==> src/rtl/core/modular_exponentiation_assert.svh <==
// Assertion macros used by the modular exponentiation top level.
`ifndef MODULAR_EXPONENTIATION_ASSERT_SVH
`define MODULAR_EXPONENTIATION_ASSERT_SVH

// Same-cycle implication, checked out of reset
`define MX_ASSERT_IMPLY(label, clk, rst_n, ante, cons) \
  label: assert property (@(posedge clk) disable iff (!rst_n) (ante) |-> (cons)) \
    else $error("modexp: same-cycle check failed");

// Next-cycle implication, checked out of reset
`define MX_ASSERT_NEXT(label, clk, rst_n, ante, cons) \
  label: assert property (@(posedge clk) disable iff (!rst_n) (ante) |=> (cons)) \
    else $error("modexp: next-cycle check failed");

`endif

==> src/rtl/core/modexp_pkg.sv <==
// Shared types and constants of the modular exponentiation block.
`default_nettype none

package modexp_pkg;

  // Fixed width of the item fields and of the modulus register
  localparam int FIELD_W = 32;

  // Modulus after reset
  localparam logic [FIELD_W-1:0] MODULUS_RESET = 32'd23;

  // Status of a serial arithmetic unit
  typedef struct packed {
    logic busy;
    logic done;
  } unit_stat_t;

endpackage

`default_nettype wire

==> src/rtl/core/modexp_reduce.sv <==
// Bit-serial restoring reduction: x mod m, one bit of x per cycle.
`default_nettype none

module modexp_reduce #(
  parameter int OPERAND_WIDTH = 32
) (
  input  logic                      clk,
  input  logic                      rst_n,
  input  logic                      start,
  input  logic [OPERAND_WIDTH-1:0]  x_in,
  input  logic [OPERAND_WIDTH-1:0]  m_in,
  output modexp_pkg::unit_stat_t    stat,
  output logic [OPERAND_WIDTH-1:0]  remainder
);

  localparam int CW = $clog2(OPERAND_WIDTH + 1);

  logic [OPERAND_WIDTH-1:0] x_r;
  logic [OPERAND_WIDTH-1:0] m_r;
  logic [OPERAND_WIDTH-1:0] rem_r;
  logic [CW-1:0]            cnt_r;
  logic                     active_r;
  logic                     done_r;
  logic [OPERAND_WIDTH:0]   trial;
  logic [OPERAND_WIDTH:0]   rem_nxt;

  // Shift the next dividend bit in and subtract the modulus if it fits
  always_comb begin
    trial = {rem_r, x_r[OPERAND_WIDTH-1]};
    if (trial >= {1'b0, m_r}) begin
      rem_nxt = trial - {1'b0, m_r};
    end else begin
      rem_nxt = trial;
    end
  end

  always_ff @(posedge clk) begin
    if (!rst_n) begin
      active_r <= 1'b0;
      done_r   <= 1'b0;
    end else begin
      done_r <= 1'b0;
      if (start) begin
        x_r      <= x_in;
        m_r      <= m_in;
        rem_r    <= '0;
        cnt_r    <= CW'(OPERAND_WIDTH);
        active_r <= 1'b1;
      end else if (active_r) begin
        rem_r <= rem_nxt[OPERAND_WIDTH-1:0];
        x_r   <= x_r << 1;
        cnt_r <= cnt_r - CW'(1);
        if (cnt_r == CW'(1)) begin
          active_r <= 1'b0;
          done_r   <= 1'b1;
        end
      end
    end
  end

  assign stat.busy = active_r;
  assign stat.done = done_r;
  assign remainder = rem_r;

endmodule

`default_nettype wire

==> src/rtl/core/modexp_mulmod.sv <==
// Bit-serial shift-add modular multiplier: a * b mod m, one bit of b per cycle.
`default_nettype none

module modexp_mulmod #(
  parameter int OPERAND_WIDTH = 32
) (
  input  logic                      clk,
  input  logic                      rst_n,
  input  logic                      start,
  input  logic [OPERAND_WIDTH-1:0]  a_in,
  input  logic [OPERAND_WIDTH-1:0]  b_in,
  input  logic [OPERAND_WIDTH-1:0]  m_in,
  output modexp_pkg::unit_stat_t    stat,
  output logic [OPERAND_WIDTH-1:0]  product
);

  localparam int CW = $clog2(OPERAND_WIDTH + 1);

  logic [OPERAND_WIDTH-1:0] a_r;
  logic [OPERAND_WIDTH-1:0] b_r;
  logic [OPERAND_WIDTH-1:0] m_r;
  logic [OPERAND_WIDTH-1:0] acc_r;
  logic [CW-1:0]            cnt_r;
  logic                     active_r;
  logic                     done_r;

  // (x + y) mod m for x, y below m
  function automatic logic [OPERAND_WIDTH-1:0] add_mod(
    input logic [OPERAND_WIDTH-1:0] x,
    input logic [OPERAND_WIDTH-1:0] y,
    input logic [OPERAND_WIDTH-1:0] m
  );
    logic [OPERAND_WIDTH:0] s;
    s = {1'b0, x} + {1'b0, y};
    if (s >= {1'b0, m}) begin
      s = s - {1'b0, m};
    end
    return s[OPERAND_WIDTH-1:0];
  endfunction

  // LSB of b selects an add; a doubles every step
  always_ff @(posedge clk) begin
    if (!rst_n) begin
      active_r <= 1'b0;
      done_r   <= 1'b0;
    end else begin
      done_r <= 1'b0;
      if (start) begin
        a_r      <= a_in;
        b_r      <= b_in;
        m_r      <= m_in;
        acc_r    <= '0;
        cnt_r    <= CW'(OPERAND_WIDTH);
        active_r <= 1'b1;
      end else if (active_r) begin
        if (b_r[0]) begin
          acc_r <= add_mod(acc_r, a_r, m_r);
        end
        a_r   <= add_mod(a_r, a_r, m_r);
        b_r   <= b_r >> 1;
        cnt_r <= cnt_r - CW'(1);
        if (cnt_r == CW'(1)) begin
          active_r <= 1'b0;
          done_r   <= 1'b1;
        end
      end
    end
  end

  assign stat.busy = active_r;
  assign stat.done = done_r;
  assign product   = acc_r;

endmodule

`default_nettype wire

==> src/rtl/core/modular_exponentiation.sv <==
// Top level: right-to-left square-and-multiply modular exponentiation.
//
// An item is taken when start is high and busy is low; one result per item is
// shown on the out_ ports for a single cycle with out_valid, and the receiver
// cannot stall it. A zero modulus or a zero exponent gives the result on the
// cycle after acceptance (zero modulus: result 0 with the error flag; zero
// exponent: result 1), and busy stays low. Otherwise the base is first reduced,
// then each exponent bit up to the highest set one passes through a decision
// state, one modular multiply when the bit is set and one squaring when higher
// bits remain, every multiply on a single shared bit-serial multiplier. Busy is
// low again when the result strobe is shown, so the next item can be taken in
// that cycle. The modulus is sampled when the item is accepted; cfg_ready is
// always high.
`default_nettype none

`include "modular_exponentiation_assert.svh"

module modular_exponentiation #(
  parameter int OPERAND_WIDTH = 32
) (
  input  logic                              clk,
  input  logic                              rst_n,
  // Command channel
  input  logic                              start,
  output logic                              busy,
  input  logic [modexp_pkg::FIELD_W-1:0]    in_base_value,
  input  logic [modexp_pkg::FIELD_W-1:0]    in_exponent,
  // Result strobe
  output logic                              out_valid,
  output logic [modexp_pkg::FIELD_W-1:0]    out_power_result,
  output logic                              out_zero_modulus_error,
  // Modulus register write
  input  logic                              cfg_valid,
  output logic                              cfg_ready,
  input  logic [modexp_pkg::FIELD_W-1:0]    cfg_modulus
);

  localparam int W = OPERAND_WIDTH;

  typedef enum logic [2:0] {
    S_IDLE,
    S_RED,
    S_BIT,
    S_MUL,
    S_SQR
  } state_t;

  state_t                           state_r;
  logic [modexp_pkg::FIELD_W-1:0]   modulus_r;
  logic [W-1:0]                     m_r;
  logic [W-1:0]                     e_r;
  logic [W-1:0]                     b_r;
  logic [W-1:0]                     r_r;
  logic                             red_start_r;
  logic                             mul_start_r;
  logic [W-1:0]                     mul_a_r;
  logic [W-1:0]                     mul_b_r;
  logic                             out_valid_r;
  logic [modexp_pkg::FIELD_W-1:0]   out_power_result_r;
  logic                             out_err_r;

  logic [W-1:0]                     m_in;
  logic [W-1:0]                     base_in;
  logic [W-1:0]                     exp_in;
  logic                             accept;
  modexp_pkg::unit_stat_t           red_stat;
  modexp_pkg::unit_stat_t           mul_stat;
  logic [W-1:0]                     red_rem;
  logic [W-1:0]                     mul_prod;

  // Operands masked to the datapath width
  assign m_in    = W'(modulus_r);
  assign base_in = W'(in_base_value);
  assign exp_in  = W'(in_exponent);
  assign accept  = start && (state_r == S_IDLE);

  // Configuration register
  always_ff @(posedge clk) begin
    if (!rst_n) begin
      modulus_r <= modexp_pkg::MODULUS_RESET;
    end else if (cfg_valid && cfg_ready) begin
      modulus_r <= cfg_modulus;
    end
  end

  modexp_reduce #(
    .OPERAND_WIDTH(W)
  ) u_reduce (
    .clk       (clk),
    .rst_n     (rst_n),
    .start     (red_start_r),
    .x_in      (b_r),
    .m_in      (m_r),
    .stat      (red_stat),
    .remainder (red_rem)
  );

  modexp_mulmod #(
    .OPERAND_WIDTH(W)
  ) u_mulmod (
    .clk     (clk),
    .rst_n   (rst_n),
    .start   (mul_start_r),
    .a_in    (mul_a_r),
    .b_in    (mul_b_r),
    .m_in    (m_r),
    .stat    (mul_stat),
    .product (mul_prod)
  );

  // Sequencer: reduce base, then multiply and square per exponent bit
  always_ff @(posedge clk) begin
    if (!rst_n) begin
      state_r     <= S_IDLE;
      red_start_r <= 1'b0;
      mul_start_r <= 1'b0;
      out_valid_r <= 1'b0;
    end else begin
      red_start_r <= 1'b0;
      mul_start_r <= 1'b0;
      out_valid_r <= 1'b0;
      case (state_r)
        S_IDLE: begin
          if (accept) begin
            m_r <= m_in;
            b_r <= base_in;
            e_r <= exp_in;
            r_r <= W'(1);
            if (m_in == '0) begin
              out_valid_r        <= 1'b1;
              out_power_result_r <= '0;
              out_err_r          <= 1'b1;
            end else if (exp_in == '0) begin
              out_valid_r        <= 1'b1;
              out_power_result_r <= modexp_pkg::FIELD_W'(1);
              out_err_r          <= 1'b0;
            end else begin
              red_start_r <= 1'b1;
              state_r     <= S_RED;
            end
          end
        end
        S_RED: begin
          if (red_stat.done) begin
            b_r     <= red_rem;
            state_r <= S_BIT;
          end
        end
        S_BIT: begin
          if (e_r[0]) begin
            mul_a_r     <= r_r;
            mul_b_r     <= b_r;
            mul_start_r <= 1'b1;
            state_r     <= S_MUL;
          end else if (e_r == '0) begin
            out_valid_r        <= 1'b1;
            out_power_result_r <= modexp_pkg::FIELD_W'(r_r);
            out_err_r          <= 1'b0;
            state_r            <= S_IDLE;
          end else begin
            mul_a_r     <= b_r;
            mul_b_r     <= b_r;
            mul_start_r <= 1'b1;
            state_r     <= S_SQR;
          end
        end
        S_MUL: begin
          if (mul_stat.done) begin
            r_r <= mul_prod;
            // no higher set bits: the result is final
            if ((e_r >> 1) == '0) begin
              out_valid_r        <= 1'b1;
              out_power_result_r <= modexp_pkg::FIELD_W'(mul_prod);
              out_err_r          <= 1'b0;
              state_r            <= S_IDLE;
            end else begin
              mul_a_r     <= b_r;
              mul_b_r     <= b_r;
              mul_start_r <= 1'b1;
              state_r     <= S_SQR;
            end
          end
        end
        S_SQR: begin
          if (mul_stat.done) begin
            b_r     <= mul_prod;
            e_r     <= e_r >> 1;
            state_r <= S_BIT;
          end
        end
        default: begin
          state_r <= S_IDLE;
        end
      endcase
    end
  end

  assign busy                   = (state_r != S_IDLE);
  assign cfg_ready              = 1'b1;
  assign out_valid              = out_valid_r;
  assign out_power_result       = out_power_result_r;
  assign out_zero_modulus_error = out_err_r;

  // Checks
  `MX_ASSERT_IMPLY(a_err_zero_result, clk, rst_n,
    out_valid_r && out_err_r, out_power_result_r == '0)
  `MX_ASSERT_IMPLY(a_mul_start_idle, clk, rst_n,
    mul_start_r, !mul_stat.busy && !red_stat.busy)
  `MX_ASSERT_NEXT(a_work_goes_busy, clk, rst_n,
    accept && (m_in != '0) && (exp_in != '0), busy && !out_valid_r)

endmodule

`default_nettype wire

==> config.mk <==
export PLATFORM = sky130hd
export DESIGN_NAME = modular_exponentiation
export DESIGN_NICKNAME = d
export VERILOG_FILES = /design/src/rtl/core/modexp_pkg.sv /design/src/rtl/core/modexp_reduce.sv /design/src/rtl/core/modexp_mulmod.sv /design/src/rtl/core/modular_exponentiation.sv
export VERILOG_INCLUDE_DIRS = /design/src /design/src/rtl/core
export SDC_FILE = /design/constraint.sdc
export NUM_CORES = 1
export LEC_CHECK = 0
export BUFFER_PORTS_ARGS = -buffer_cell sky130_fd_sc_hd__buf_2
export CORE_UTILIZATION = 45
export CTS_BUF_LIST = sky130_fd_sc_hd__clkbuf_8
export DETAILED_ROUTE_END_ITERATION = 10
export SETUP_SLACK_MARGIN = 0.4
export SLEW_MARGIN = 20
export SYNTH_ARGS = -nofsm -noshare
export SYNTH_HDL_FRONTEND = slang
export SYNTH_SLANG_ARGS = --single-unit
==> constraint.sdc <==
create_clock -name clk -period 16.2 [get_ports clk]
set_clock_uncertainty 0.15 [all_clocks]
set_input_delay 0 -clock clk [delete_from_list [all_inputs] [get_ports clk]]
set_output_delay 0 -clock clk [all_outputs]
set_load 0.02 [all_outputs]
; ---- Word-level counts from Yosys, hierarchy flattened
; Cells that the tools add are included.
[classes]
add_sub_neg = 7
order_cmp = 3
n_eq_ne = 18
n_mux = 78
n_bitwise = 5
n_reduce_logical = 30
[ops]
columns = operator, count
row1 = $mux W32, 30
row2 = $pmux W32 S2, 4
row3 = $pmux W32 S3, 2
row4 = $logic_not A32 Y1, 4
row5 = $ge A33 B32 Y1, 3
row6 = $sub A32 B32 Y32, 3
row7 = $add A32 B32 Y33, 2
row8 = $mux W1, 27
row9 = $mux W3, 9
row10 = $pmux W3 S5, 1
row11 = $ne A2 B2 Y1 const B, 7
row12 = $eq A6 B1 Y1 const B, 2
row13 = $mux W6, 2
row14 = $reduce_bool A2 Y1, 6
row15 = $sub A6 B1 Y6 const B, 2
row16 = $reduce_and A5 Y1, 2
row17 = $reduce_bool A3 Y1, 3
row18 = $reduce_and A2 Y1, 4
row19 = $reduce_and A4 Y1, 2
row20 = $reduce_and A8 Y1, 1
row21 = $eq A3 B2 Y1 const B, 2
row22 = $ne A2 B1 Y1 const B, 3
row23 = $pmux W1 S3, 2
row24 = $reduce_and A3 Y1, 2
row25 = other kinds (11), 16
[totals]
regBits = 503

; ---- Longest topological paths before layout
[depth]
ltp_word = 5
ltp_mapped = 25

; ---- Hierarchy
; Synthesis repeated with hierarchy kept, for this count alone.
[unflattened]
cells_unflattened = 2342
hier_area_um2 = 27500.1
[by_module_without_submodules]
columns = mod, n_inst, cells_each, area_per_inst_um2
row1 = modexp_mulmod, 1, 1129, 10923.0
row2 = modular_exponentiation, 1, 676, 10458.8
row3 = modexp_reduce, 1, 537, 6118.4

; ---- Worst setup path before layout
; No wires, ideal clock.
[synth_path]
path_kind = register to register
startpoint = reg u_mulmod.acc_r[0], in the netlist u_mulmod.product[0]
endpoint = reg u_mulmod.acc_r[19], in the netlist u_mulmod.product[19], data pin
setup_ns = 0.266
t_arrival_ns = 4.670
required_ns = 15.784
slack_ns = 11.114
stages_incl_launch_ff = 23
path_cell_list = edfxtp_1 -> ha_1 -> fa_1 -> a21oi_1 -> or3_1 -> nand3_1 -> o311a_1 -> o21ai_1 -> a311o_2 -> a21oi_1 -> xor2_1 -> ha_1 -> and3_1 -> nand2_1 -> nor4_1 -> a22oi_1 -> or3b_2 -> o2111ai_1 -> a311o_2 -> buf_6 -> buf_6 -> mux2i_1 -> nor2_1
[synth_between]
elab_chain_len = 5
[synth_rtl]
columns = item, line_no
row1 = "start, declared", modexp_mulmod.sv:22  ; logic [OPERAND_WIDTH-1:0] acc_r;
row2 = "start signal, assigned", modexp_mulmod.sv:57  ; acc_r <= add_mod(acc_r, a_r, m_r);
row3 = $add A32 B32 Y33 *, modexp_mulmod.sv:34  ; s = {1'b0, x} + {1'b0, y};
row4 = $sub A32 B32 Y32 or $ge A33 B32 Y1 (tied branches), "modexp_mulmod.sv:36, modexp_mulmod.sv:35"
row5 = $mux W32 *, modexp_mulmod.sv:35  ; if (s >= {1'b0, m}) begin
row6 = $mux W32 *, modexp_mulmod.sv:56  ; if (b_r[0]) begin
row7 = $mux W32 *, modexp_mulmod.sv:55  ; end else if (active_r) begin
; Every way passes the cells marked *; elsewhere a longest branch is shown, timed or not. The select of a mux whose other input is x is not followed.
; A chain may end at the register's enable or synchronous reset.

; ---- Final worst setup path
[layout_path]
startpoint = reg u_mulmod.acc_r[0], in the netlist u_mulmod.product[0]
endpoint = reg u_mulmod.acc_r[7], in the netlist u_mulmod.product[7], data pin
; The elaborated chain is that of the path after synthesis.

==> impl_metrics.py <==
metrics = {
    "sta": {
        "final.setup.tns_ps": 0,
        "timing.max_slew.rel_slack_pct": 28.26,
        "finalMaxSlewViolations": 0,
        "fmaxAchievable_mhz": 162.8,
        "final_period_minus_worst_setup_slack_ps": 6142,
        "worstMarginPinSlew_ps": 1073,
        "grt_setup_unrepaired": "false",
        "timing.final.crit_share_pct": 37.91,
        "holdWs_ps": 50.31,
        "timing.final.hold_violations": 0,
        "report.final.setup_viol": 0,
    },
    "die": {
        "core-area_mm2": 0.05913,
        "floorplan.initialDensity_pct": 45.70,
        "vertical_die_dimension_um": 247.1,
        "rows": 89,
        "boundaryPins": 136,
        "die_w_um": 247.1,
        "floorplan.die_area_mm2": 0.06104,
    },
    "routing": {
        "routed_wire_length_per_instance_um": 21.16,
        "dr_iter_0_viols": 1358,
        "drt_pre_antenna_iters": 8,
        "post_drt_via_cell_ratio": 5.608,
        "drt-total-wl_um": 76840,
        "drc": 12,
        "route.vias.total": 20364,
        "number_of_nets_still_failing_antenna_checks_after_routing": 0,
    },
    "final_layout": {
        "final_layout_size_suffix_gt1_share_pct": 14.74,
        "final_net_count": 3023,
        "syn_to_final_growth_pct": 21.22,
        "fin_util_pct": 55.40,
        "final_design_area_no_fill_mm2": 0.03276,
    },
    "power_and_ir_drop": {
        "power_frac_comb_pct": 10.0,
        "vdd.ir_drop.worst_mv": 0.06556,
        "power_report.internal_total_mw": 2.254,
        "cellLeakagePower_nw": 13.36,
        "p_per_area_mw_per_mm2": 91.30,
        "p_seq_share_pct": 50.5,
        "power_switching_mw": 0.7374,
        "pwr-share-clk_pct": 39.4,
        "proportion_of_total_power_due_to_net_switching_pct": 24.65,
    },
    "grt": {
        "grt_first_pass_wirelength_um": 118500,
        "global_route.overflow_total": 0,
        "grt_max_degree": 72,
        "grt_antenna_before_repair": 1,
        "global_route.usage.total_pct": 25.48,
        "grt_pass1_vias": 20421,
    },
    "hold_path": {
        "hold_path_startpoint": "in_base_value[7]",
        "hold_ep": "b_r[7]",
        "hold_path_depth": 4,
        "holdCritPathClass": "primary input to flip-flop",
    },
    "synth": {
        "synth.largest_area_cell": "edfxtp_1",
        "yosysTopAreaCellShare_pct": 51.22,
        "post_synth_main_area_contributors": "edfxtp_1, ha_1, mux2_2",
        "number_of_flip_flops_and_latches_in_the_synthesized_netlist": 503,
        "yosys.cell_types.count": 90,
        "seq_area_frac_synth_pct": 54.34,
        "postSynthAreaPerCell_um2": 11.33,
        "post_syn_area_mm2": 0.02702,
        "synth.net_count": 2621,
        "synth_enable_flop_cells": 461,
        "postSynth.asyncResetShare_pct": 0,
        "dominantRegCellSynth": "edfxtp_1",
        "count_of_mapped_cells_out_of_synthesis": 2385,
        "yosys_warnings": 0,
    },
    "clock_tree": {
        "clkSinkCount": 503,
        "post_cts.resized_instances": 0,
        "cts_buffer_depth": 3,
        "postCtsSetupRepairBufs": 0,
        "clk-insertion-delay-late_ps": 700,
        "cts_made_buffers": 88,
        "htree_levels": 3,
        "cts.root.buffer_cell": "clkbuf_8",
        "cts_tree": "built",
        "clk_pin_slew_ps": 60,
    },
    "critical_path": {
        "sequence_of_cells_on_the_critical_path": "ha_1 -> fa_1 -> a21oi_1 -> or3_1 -> nand3_1 -> o311a_1 -> o21ai_1 -> a311o_2 -> a21oi_1 -> xor2_1 -> ha_1 -> and3_1 -> nand2_1 -> nor4_1 -> a22oi_1 -> or3b_2 -> o2111ai_1 -> a311o_2 -> mux2i_1 -> nor2_1",
        "critPathSlowestCell": "a311o_2",
        "critPathArrivalTime_ps": 6410,
        "path_delay_family": "compound AO/OA/AOI/OAI gates",
        "reg2regPathDepth": 20,
        "cp_data_required_time_ps": 16470,
        "worst-path-max-fanout": 29,
        "setup.reg_to_reg.worst_slack_ps": 10060,
        "timing_worst_setup_path_type": "flip-flop to flip-flop",
        "slowest_delay_ps": 740,
        "crit_reg_reg_endpoint": "u_mulmod.product[7]",
        "r2r-start": "u_mulmod.product[0]",
        "end_kind": "flip-flop",
        "worst-path-buf-inv": 0,
        "worstSetupStartpointType": "flip-flop",
    },
    "status": {
        "violations": "design-rule violations",
        "run_status": "finished with violations",
    },
    "place": {
        "dpl-instance-area_mm2": 0.02848,
        "port_buffers": 134,
        "dp.final_hpwl_um": 53410,
        "finalWeightedCongestion": 0.9475,
    },
    "run": {
        "drv.max_cap_violation_count": 0,
    },
}
worst reg2reg max path: stages (launching register included):
cell	delay, ps
edfxtp_1	440
ha_1	290
fa_1	430
a21oi_1	230
or3_1	160
nand3_1	120
o311a_1	370
o21ai_1	210
a311o_2	300
a21oi_1	130
xor2_1	190
ha_1	370
and3_1	290
nand2_1	80
nor4_1	270
a22oi_1	110
or3b_2	490
o2111ai_1	150
a311o_2	740
mux2i_1	310
nor2_1	60
metal layers:
layer  part of all wire [%]  GRT usage, %  wire length, um  up-vias
li1                       -             -                -     9652
met1                     47         36.57            36030     9958
met2                     45         39.39            34380      645
met3                    5.9         3.907             4519      109
met4                    2.5         8.152             1912        0
met5                      0             0                0        -
stage by stage:
step | power (mW) | instances | worst slack, ps
2_1_floorplan | 1.692 | 2385 | 11110
3_3_place_gp | 1.775 | 3220 | 10180
3_5_place_dp | 1.781 | 3220 | 10090
4_1_cts | 3.009 | 3627 | 10050
5_1_grt | 3.105 | 3631 | 9631
6_report | 2.991 | 3631 | 10060
power by group through the flow:
| stage | combinational (mW) | sequential [mW] | clock (mW) |
|---|---|---|---|
| 3_5_place_dp | 0.243 | 1.54 | 0 |
| 2_1_floorplan | 0.168 | 1.52 | 0 |
| 5_1_grt | 0.328 | 1.52 | 1.26 |
| 3_3_place_gp | 0.238 | 1.54 | 0 |
| 4_1_cts | 0.293 | 1.51 | 1.20 |
| 6_report | 0.300 | 1.51 | 1.18 |
layout by cell type, fill, tap and decap left out, types with 7 or more instances in the layout:
| cell | synthesis | final |
|---|---|---|
| a211oi_1 | 13 | 13 |
| a21o_1 | 86 | 86 |
| a21oi_1 | 132 | 132 |
| a22oi_1 | 34 | 34 |
| a31oi_1 | 24 | 24 |
| and2_1 | 12 | 11 |
| and3_1 | 49 | 48 |
| buf_2 | 6 | 134 |
| buf_4 | 2 | 24 |
| clkbuf_8 | 0 | 95 |
| clkinv_1 | 0 | 13 |
| clkinv_2 | 0 | 10 |
| dfxtp_1 | 42 | 40 |
| dlygate4sd3_1 | 0 | 248 |
| edfxtp_1 | 461 | 461 |
| ha_1 | 132 | 132 |
| inv_1 | 123 | 151 |
| mux2_2 | 95 | 95 |
| mux2i_1 | 83 | 83 |
| nand2_1 | 280 | 280 |
| nand2b_1 | 10 | 10 |
| nand3_1 | 30 | 30 |
| nand4_1 | 25 | 25 |
| nor2_1 | 169 | 164 |
| nor2b_1 | 49 | 47 |
| nor3_1 | 38 | 36 |
| nor4_1 | 33 | 33 |
| o211ai_1 | 12 | 12 |
| o21a_1 | 12 | 10 |
| o21ai_0 | 66 | 66 |
| o21bai_1 | 25 | 25 |
| or2_2 | 7 | 7 |
| or3_1 | 13 | 13 |
| xnor2_1 | 69 | 69 |
| xor2_1 | 36 | 36 |
logic make-up after synthesis:
kind of cell / count (synthesis) / share of synthesized area [%]
other: 1 / 0.01388
adder cells (fa/ha/maj): 136 / 6.408
buffers and inverters: 219 / 3.324
XOR/XNOR: 105 / 3.403
flip-flops: 503 / 54.34
AO/OA/AOI/OAI: 500 / 12.50
AND/OR/NAND/NOR: 743 / 12.98
multiplexers: 178 / 7.033
cell type report:
| type | count | area (um2) |
|---|---|---|
| Antenna cell | 2 | 5.005 |
| Clock buffer | 95 | 1308 |
| Clock inverter | 64 | 440.4 |
| Fill cell | 4984 | 26370 |
| Inverter | 123 | 461.7 |
| Multi-Input combinational cell | 1663 | 11510 |
| Sequential cell | 503 | 14690 |
| Tap cell | 773 | 967.2 |
| Timing Repair Buffer | 408 | 3381 |
how the worst max path moves through the flow:
stage / end / depth (start not counted) / from / slack [ps]
final: u_mulmod.product[7] / 20 / u_mulmod.product[0] / 10060
after global routing: u_mulmod.product[7] / 20 / u_mulmod.product[0] / 9630
after floorplan: u_mulmod.product[19] / 22 / u_mulmod.product[0] / 11110
after global placement: u_mulmod.product[3] / 20 / u_mulmod.product[0] / 10180
after CTS: u_mulmod.product[7] / 20 / u_mulmod.product[0] / 10050
after detailed placement: u_mulmod.product[7] / 20 / u_mulmod.product[0] / 10090
repair_timing:
action / in CTS / in global routing
endpoints found under the hold margin: 137 / 0
hold buffers: 248 / 0
endpoints found under the setup margin: 0 / 0
cells in the mapped netlist, types with 4 or more instances:
master / number
a211o_1: 5
a211oi_1: 13
a21boi_0: 5
a21o_1: 86
a21oi_1: 132
a21oi_2: 5
a221o_1: 6
a22oi_1: 34
a31oi_1: 24
a41oi_1: 6
and2_1: 12
and3_1: 49
and4_1: 4
buf_1: 17
buf_2: 6
clkbuf_1: 65
dfxtp_1: 42
edfxtp_1: 461
fa_1: 4
ha_1: 132
inv_1: 123
mux2_2: 95
mux2i_1: 83
nand2_1: 280
nand2b_1: 10
nand3_1: 30
nand3b_1: 5
nand4_1: 25
nor2_1: 169
nor2b_1: 49
nor3_1: 38
nor4_1: 33
o2111ai_1: 4
o211ai_1: 12
o21a_1: 12
o21ai_0: 66
o21ai_1: 4
o21bai_1: 25
o22ai_1: 6
o31ai_1: 6
or2_2: 7
or3_1: 13
xnor2_1: 69
xor2_1: 36
Note: power is estimated with default switching activity, not from simulation.
